<file path="src/design/thw_pkg.sv">
`default_nettype none
package thw_pkg;

   localparam int CNT_W       = 32;
   localparam int TIME_W      = 48;
   localparam int ACC_W       = 48;
   localparam int TRIG_STAGES = 24;
   localparam int DIV_STEPS   = 64;

   localparam logic [31:0] INV_GAIN     = 32'h9B74EDA8;
   localparam logic [31:0] TWO_PI_Q29   = 32'd3373259426;
   localparam logic [31:0] TWO_PI_E6_Q8 = 32'd1608495439;
   localparam logic [31:0] VEL_SCALE    = 32'd1000000;

   localparam logic [31:0] MPT_RESET    = 32'd122873;
   localparam logic [31:0] TPM_RESET    = 32'd18466200;
   localparam logic [31:0] OFFSET_RESET = 32'd1056965;

   localparam logic [2:0] REG_MPT_RIGHT = 3'd0;
   localparam logic [2:0] REG_MPT_LEFT  = 3'd1;
   localparam logic [2:0] REG_MPT_SIDE  = 3'd2;
   localparam logic [2:0] REG_TPM       = 3'd3;
   localparam logic [2:0] REG_OFFSET    = 3'd4;

   localparam logic [3:0] OP_NONE = 4'd0;
   localparam logic [3:0] OP_LOAD = 4'd1;
   localparam logic [3:0] OP_MLO  = 4'd2;
   localparam logic [3:0] OP_MHI  = 4'd3;
   localparam logic [3:0] OP_MWB  = 4'd4;
   localparam logic [3:0] OP_ROT  = 4'd5;
   localparam logic [3:0] OP_CORD = 4'd6;
   localparam logic [3:0] OP_ACC  = 4'd7;
   localparam logic [3:0] OP_DIVI = 4'd8;
   localparam logic [3:0] OP_DIVS = 4'd9;
   localparam logic [3:0] OP_DIVW = 4'd10;
   localparam logic [3:0] OP_OUT  = 4'd11;

   localparam logic [3:0] MUL_D0   = 4'd0;
   localparam logic [3:0] MUL_D1   = 4'd1;
   localparam logic [3:0] MUL_D2   = 4'd2;
   localparam logic [3:0] MUL_TURN = 4'd3;
   localparam logic [3:0] MUL_T2   = 4'd4;
   localparam logic [3:0] MUL_CORR = 4'd5;
   localparam logic [3:0] MUL_PX   = 4'd6;
   localparam logic [3:0] MUL_PY   = 4'd7;
   localparam logic [3:0] MUL_VX   = 4'd8;
   localparam logic [3:0] MUL_VY   = 4'd9;
   localparam logic [3:0] MUL_VT   = 4'd10;

   typedef struct packed {
      logic [3:0] op;
      logic [3:0] mid;
      logic [4:0] iter;
   } thw_cmd_type;

   typedef struct packed {
      logic started;
      logic dt_gt1;
      logic out_free;
   } thw_stat_type;

   function automatic logic [31:0] atan_entry(input logic [4:0] i);
      logic [31:0] v;
      case (i)
         5'd0:  v = 32'd536870912;
         5'd1:  v = 32'd316933406;
         5'd2:  v = 32'd167458907;
         5'd3:  v = 32'd85004756;
         5'd4:  v = 32'd42667331;
         5'd5:  v = 32'd21354465;
         5'd6:  v = 32'd10679838;
         5'd7:  v = 32'd5340245;
         5'd8:  v = 32'd2670163;
         5'd9:  v = 32'd1335087;
         5'd10: v = 32'd667544;
         5'd11: v = 32'd333772;
         5'd12: v = 32'd166886;
         5'd13: v = 32'd83443;
         5'd14: v = 32'd41722;
         5'd15: v = 32'd20861;
         5'd16: v = 32'd10430;
         5'd17: v = 32'd5215;
         5'd18: v = 32'd2608;
         5'd19: v = 32'd1304;
         5'd20: v = 32'd652;
         5'd21: v = 32'd326;
         5'd22: v = 32'd163;
         5'd23: v = 32'd81;
         5'd24: v = 32'd41;
         5'd25: v = 32'd20;
         5'd26: v = 32'd10;
         5'd27: v = 32'd5;
         5'd28: v = 32'd3;
         5'd29: v = 32'd1;
         5'd30: v = 32'd1;
         default: v = 32'd0;
      endcase
      return v;
   endfunction

endpackage
`default_nettype wire

</file>
<file path="src/design/thw_ctrl.sv">
`default_nettype none
module thw_ctrl (
   input  wire logic                 clock,
   input  wire logic                 reset,
   input  wire logic                 req_tvalid,
   output logic                      req_tready,
   input  wire thw_pkg::thw_stat_type stat,
   output thw_pkg::thw_cmd_type      cmd
);

   localparam logic [3:0] S_IDLE = 4'd0;
   localparam logic [3:0] S_MLO  = 4'd1;
   localparam logic [3:0] S_MHI  = 4'd2;
   localparam logic [3:0] S_MWB  = 4'd3;
   localparam logic [3:0] S_ROT  = 4'd4;
   localparam logic [3:0] S_CORD = 4'd5;
   localparam logic [3:0] S_ACC  = 4'd6;
   localparam logic [3:0] S_DIVI = 4'd7;
   localparam logic [3:0] S_DIVS = 4'd8;
   localparam logic [3:0] S_DIVW = 4'd9;
   localparam logic [3:0] S_OUT  = 4'd10;

   logic [3:0] state_ff, state_in;
   logic [3:0] mid_ff, mid_in;
   logic [5:0] cnt_ff, cnt_in;

   always_ff @(posedge clock) begin
      if (reset) begin
         state_ff <= S_IDLE;
         mid_ff   <= thw_pkg::MUL_D0;
         cnt_ff   <= 6'd0;
      end else begin
         state_ff <= state_in;
         mid_ff   <= mid_in;
         cnt_ff   <= cnt_in;
      end
   end

   assign req_tready = (state_ff == S_IDLE);

   always_comb begin
      state_in = state_ff;
      mid_in   = mid_ff;
      cnt_in   = cnt_ff;
      cmd.op   = thw_pkg::OP_NONE;
      cmd.mid  = mid_ff;
      cmd.iter = cnt_ff[4:0];
      case (state_ff)
         S_IDLE: begin
            if (req_tvalid) begin
               cmd.op = thw_pkg::OP_LOAD;
               if (stat.started) begin
                  state_in = S_MLO;
                  mid_in   = thw_pkg::MUL_D0;
               end else begin
                  state_in = S_OUT;
               end
            end
         end
         S_MLO: begin
            cmd.op   = thw_pkg::OP_MLO;
            state_in = S_MHI;
         end
         S_MHI: begin
            cmd.op   = thw_pkg::OP_MHI;
            state_in = S_MWB;
         end
         S_MWB: begin
            cmd.op = thw_pkg::OP_MWB;
            case (mid_ff)
               thw_pkg::MUL_D0: begin
                  mid_in = thw_pkg::MUL_D1; state_in = S_MLO;
               end
               thw_pkg::MUL_D1: begin
                  mid_in = thw_pkg::MUL_D2; state_in = S_MLO;
               end
               thw_pkg::MUL_D2: begin
                  mid_in = thw_pkg::MUL_TURN; state_in = S_MLO;
               end
               thw_pkg::MUL_TURN: begin
                  mid_in = thw_pkg::MUL_T2; state_in = S_MLO;
               end
               thw_pkg::MUL_T2: begin
                  mid_in = thw_pkg::MUL_CORR; state_in = S_MLO;
               end
               thw_pkg::MUL_CORR: begin
                  state_in = S_ROT;
               end
               thw_pkg::MUL_PX: begin
                  mid_in = thw_pkg::MUL_PY; state_in = S_MLO;
               end
               thw_pkg::MUL_PY: begin
                  state_in = S_CORD; cnt_in = 6'd0;
               end
               default: begin
                  state_in = S_DIVI; cnt_in = 6'd0;
               end
            endcase
         end
         S_ROT: begin
            cmd.op   = thw_pkg::OP_ROT;
            mid_in   = thw_pkg::MUL_PX;
            state_in = S_MLO;
         end
         S_CORD: begin
            cmd.op = thw_pkg::OP_CORD;
            if (cnt_ff == 6'(thw_pkg::TRIG_STAGES - 1)) begin
               state_in = S_ACC;
            end else begin
               cnt_in = cnt_ff + 6'd1;
            end
         end
         S_ACC: begin
            cmd.op = thw_pkg::OP_ACC;
            if (stat.dt_gt1) begin
               mid_in   = thw_pkg::MUL_VX;
               state_in = S_MLO;
            end else begin
               state_in = S_OUT;
            end
         end
         S_DIVI: begin
            cmd.op   = thw_pkg::OP_DIVI;
            cnt_in   = 6'd0;
            state_in = S_DIVS;
         end
         S_DIVS: begin
            cmd.op = thw_pkg::OP_DIVS;
            if (cnt_ff == 6'(thw_pkg::DIV_STEPS - 1)) begin
               state_in = S_DIVW;
            end else begin
               cnt_in = cnt_ff + 6'd1;
            end
         end
         S_DIVW: begin
            cmd.op = thw_pkg::OP_DIVW;
            if (mid_ff == thw_pkg::MUL_VX) begin
               mid_in = thw_pkg::MUL_VY; state_in = S_MLO;
            end else if (mid_ff == thw_pkg::MUL_VY) begin
               mid_in = thw_pkg::MUL_VT; state_in = S_MLO;
            end else begin
               state_in = S_OUT;
            end
         end
         S_OUT: begin
            if (stat.out_free) begin
               cmd.op   = thw_pkg::OP_OUT;
               state_in = S_IDLE;
            end
         end
         default: begin
            state_in = S_IDLE;
         end
      endcase
   end

endmodule
`default_nettype wire

</file>
<file path="config.mk">
export PLATFORM = sky130hd
export DESIGN_NAME = thw_ctrl
export DESIGN_NICKNAME = d
export VERILOG_FILES = /design/src/design/thw_pkg.sv /design/src/design/thw_ctrl.sv
export SDC_FILE = /design/constraint.sdc
export NUM_CORES = 1
export LEC_CHECK = 0
export ABC_CLOCK_PERIOD_IN_PS = 4900
export BUFFER_PORTS_ARGS = -buffer_cell sky130_fd_sc_hd__buf_2
export CAP_MARGIN = 20
export CORE_UTILIZATION = 40
export DETAILED_ROUTE_END_ITERATION = 10
export SYNTH_ARGS = -nofsm -noshare
export SYNTH_HDL_FRONTEND = slang
export SYNTH_SLANG_ARGS = --single-unit
</file>
<file path="constraint.sdc">
create_clock -name clock -period 4.9 [get_ports clock]
set_clock_uncertainty 0.2 [all_clocks]
set_input_delay 0.98 -clock clock [delete_from_list [all_inputs] [get_ports clock]]
set_output_delay 0.98 -clock clock [all_outputs]
set_load 0.03 [all_outputs]
</file>
; After elaboration in Yosys (flattened, before gate mapping)
; Cells that the tools add are included.
[word_totals]
reg_bits = 14
inputBits = 6
out_inout_bits = 14
elab_cells = 69
[op_classes]
add_sub_neg = 1
eq_ne = 32
mux = 24
reduce_logical = 9
[op_table]
columns = operator, n
row1 = $pmux 4 s11, 2
row2 = $mux 4, 14
row3 = $eq 4x3->1 const B, 8
row4 = $pmux 4 s6, 1
row5 = $pmux 6 s4, 1
row6 = $eq 4x4->1 const B, 5
row7 = $pmux 4 s5, 1
row8 = $mux 6, 3
row9 = $eq 4x2->1 const B, 4
row10 = $ne 2x2->1 const B, 8
row11 = $pmux 3 s3, 1
row12 = $eq 4x1->1 const B, 2
row13 = $logic_not 4->1, 2
row14 = $reduce_and 4->1, 2
row15 = $ne 7x7->1 const B, 1
row16 = $reduce_or 7->1, 1
row17 = $add 6x1->6 const B, 1
row18 = $eq 6x5->1 const B, 1
row19 = $eq 6x6->1 const B, 1
row20 = $reduce_and 6->1, 1
row21 = $reduce_or 6->1, 1
row22 = $reduce_bool 5->1, 1
row23 = $reduce_bool 4->1, 1
row24 = $ne 3x3->1 const B, 1
row25 = 2 further kinds, 2

; Longest topological paths before layout
[depth]
word_depth = 4
ltp_mapped = 7
ltp_nobuf = 6

; Worst setup path after synthesis
; No wires, ideal clock.
[synth_path]
path_kind = input port to output port
start = input port stat[0] (netlist name)
end = output port cmd[9] (netlist name)
t_arrival_ns = 1.878
required_ns = 3.720
path_slack_ns = 1.842
cell_stages = 3
n_path_buf = 0
path_cell_list = nor2b_1 o21a_1 nor3_1
[synth_rtl]
columns = element, line_no
row1 = from (decl), thw_ctrl.sv:7  ; input wire thw_pkg::thw_stat_type stat,
row2 = to (decl), thw_ctrl.sv:8  ; output thw_pkg::thw_cmd_type cmd

==> metrics <==
DRC Markers=0; critical path startpoint category=flip-flop; vias per cell=5.76; Async SR Flop Fraction=0%; Critical Path RT=3.72 ns; PwrDens=487 nW/um2; area leader, netlist=dfxtp_1; Routed WL=3000 um; Post-synth top cells=a21oi_1, nor2_1, dfxtp_1; H-tree levels=1; Hold Path Class=reg -> reg; die area=3430 um2; Core ar.=3050 um2; Pins Over Slew Limit=0; top cells by area, synth=dfxtp_1, a21oi_1, o21ai_0; syn nets=181; grt total ovfl=0; antenna violations before repair=0; Net count, final=186; Post-CTS Setup Bufs=0; dpl hpwl=2050 um; row count=20; status=completed; area grow syn2layout=2.05%; I/O Pins=20; Root Buffer=clkbuf_4; CP max FO=26; flop2flop setup slack=2.19 ns; worst-skew pair later-pin latency=0.28 ns; Peak Freq=0.322 GHz; post-synthesis sequential area ratio=21.9%; Max-Cap Viols=0; Die H=58.6 um; CP arrival=1.92 ns; Reg2Reg Depth=5; EDFF count, synth=0; FF+latch count, synth=14; cells after synthesis=174; reg2reg start=state_ff[0]$_SDFFE_PP0P_; endpoints failing setup=0; Worst Hold Launch=cnt_ff[1]$_SDFFE_PP0P_; drt first pass iters=4; Clock Pin Slew Worst Setup and Hold Paths=0.08 ns; number of port buffers=19; Placed Instances=218; pin count of the biggest net entering global routing=34; final hold viol count=0; Hold Path Sink=cnt_ff[1]$_SDFFE_PP0P_; worst vdd ir=0.267 mV; DR vias=1,273; Routability Congestion=0.848; CTS Buf Count=3; fin crit period=3.10 ns; post-cts resize count=0; RSZ-0062 raised after global routing=no; Clock Path Buffers=2; Cells on Worst Hold Path=2; Starting Density=42.0%; drt wl/cell=13.6 um; vias in the first global route=1,108; yosys warns=0; Leakage Power=0.486 nW; n_diodes=0; Synth top area share=21.9%; share of cells above drive strength 1=16.4%; Initial DRC Count=57; count leader, synth=a21oi_1; Tcrit/Tclk final=63.3%; first-pass GRT wire length=5000 um; r2r endpoint=mid_ff[0]$_SDFFE_PP0P_; setup TNS=0 ns; chip width=58.6 um; worst slew pin tran=0.938 ns; Setup crit end kind=primary output; Avg Cell Area, Syn=7.36 um2; Final Non-Filler Cells=221; top_reg_cell synth=dfxtp_1; Fillers=340; TritonCTS sink count=14; number of hold buffers added after cts=0; hold_ws=0.301 ns; Slew HR=37.3%; post-synth design cell area=1280 um2; Crit Path Class=reg -> out; Unique masters post-synth=55; CTS tree=built; GRT Overall Usage=18.7%; Post-DRT Antenna Nets=0
[area by class of cell]
cell class	instances	area [um2]	area share (%)
repair buffers	19	95.1	7.27
well taps	44	55.1	4.21
inverters	4	15.0	1.15
flip-flops and latches	14	280	21.4
multi-input cells	137	840	64.2
clock buffers	3	22.5	1.72
[layout by cell type, fill, tap and decap left out, drive strengths merged, types with 2 or more instances in the layout]
master,n
nor4,3
or4b,2
a21o,3
o21ai,13
clkbuf,3
nand2,13
nand4,2
nor3,7
or3b,3
or4,3
nand3b,4
nand3,7
nand2b,6
buf,19
dfxtp,14
or2,3
a21oi,17
inv,4
nor4bb,2
a31oi,2
nor2b,6
o211ai,2
nor2,15
o21a,2
[flip-flops by register name, summed over array words and instances (netlist names)]
name / flops
cnt_ff: 6
mid_ff: 4
state_ff: 4
[per-stage QoR]
| step | util, % | worst slack [ns] | total power [mW] | instance area, um2 |
|---|---|---|---|---|
| final | 42.8 | 1.80 | 0.637 | 1310 |
| after global routing | 42.8 | 1.66 | 0.695 | 1310 |
| after CTS | 42.8 | 1.79 | 0.639 | 1310 |
| after detailed placement | 42.1 | 2.01 | 0.573 | 1280 |
| after global placement | 42.1 | 2.05 | 0.564 | 1280 |
| after floorplan | - | 1.84 | 0.512 | 1280 |
[logic make-up (layout without fill, tap and decap cells)]
family          Yosys count  in the layout  synth area share, %
flops                    14             14                 21.9
mux                       1              1                0.781
simple gates             83             83                 37.5
fa+ha+maj                 1              1                0.976
xor+xnor                  2              2                 1.37
buf+inv                  23             26                 12.6
compound gates           50             50                 24.9
[report_power, final]
group	switching, mW	internal (mW)
logic	0.204	0.148
registers	0.0873	0.132
clock network	0.0370	0.0285
total	0.328	0.309
[layer usage]
metal / vias to the layer above / part of all wire [%] / GRT usage, %
met5: - / 0 / 0
met2: 16 / 48 / 30.0
li1: 637 / - / -
met4: 0 / 1.2 / 6.12
met1: 616 / 48 / 24.9
met3: 4 / 2.5 / 4.18
[worst max path at each step]
stage                             start  endpoint  slack, ns
2_1_floorplan                   stat[0]    cmd[9]       1.84
3_3_place_gp                    stat[0]    cmd[9]       2.05
3_5_place_dp                    stat[0]    cmd[9]       2.01
4_1_cts        state_ff[1]$_SDFFE_PP0P_   cmd[12]       1.79
5_1_grt        state_ff[1]$_SDFFE_PP0P_   cmd[12]       1.66
6_report       state_ff[1]$_SDFFE_PP0P_   cmd[12]       1.80
[worst max-delay path, stage by stage (launching register included)]
cell and delay [ns]:
dfxtp_1 0.86, or2b_2 0.41, o21ai_0 0.16, buf_2 0.21
Note: power is estimated with default switching activity, not from simulation.
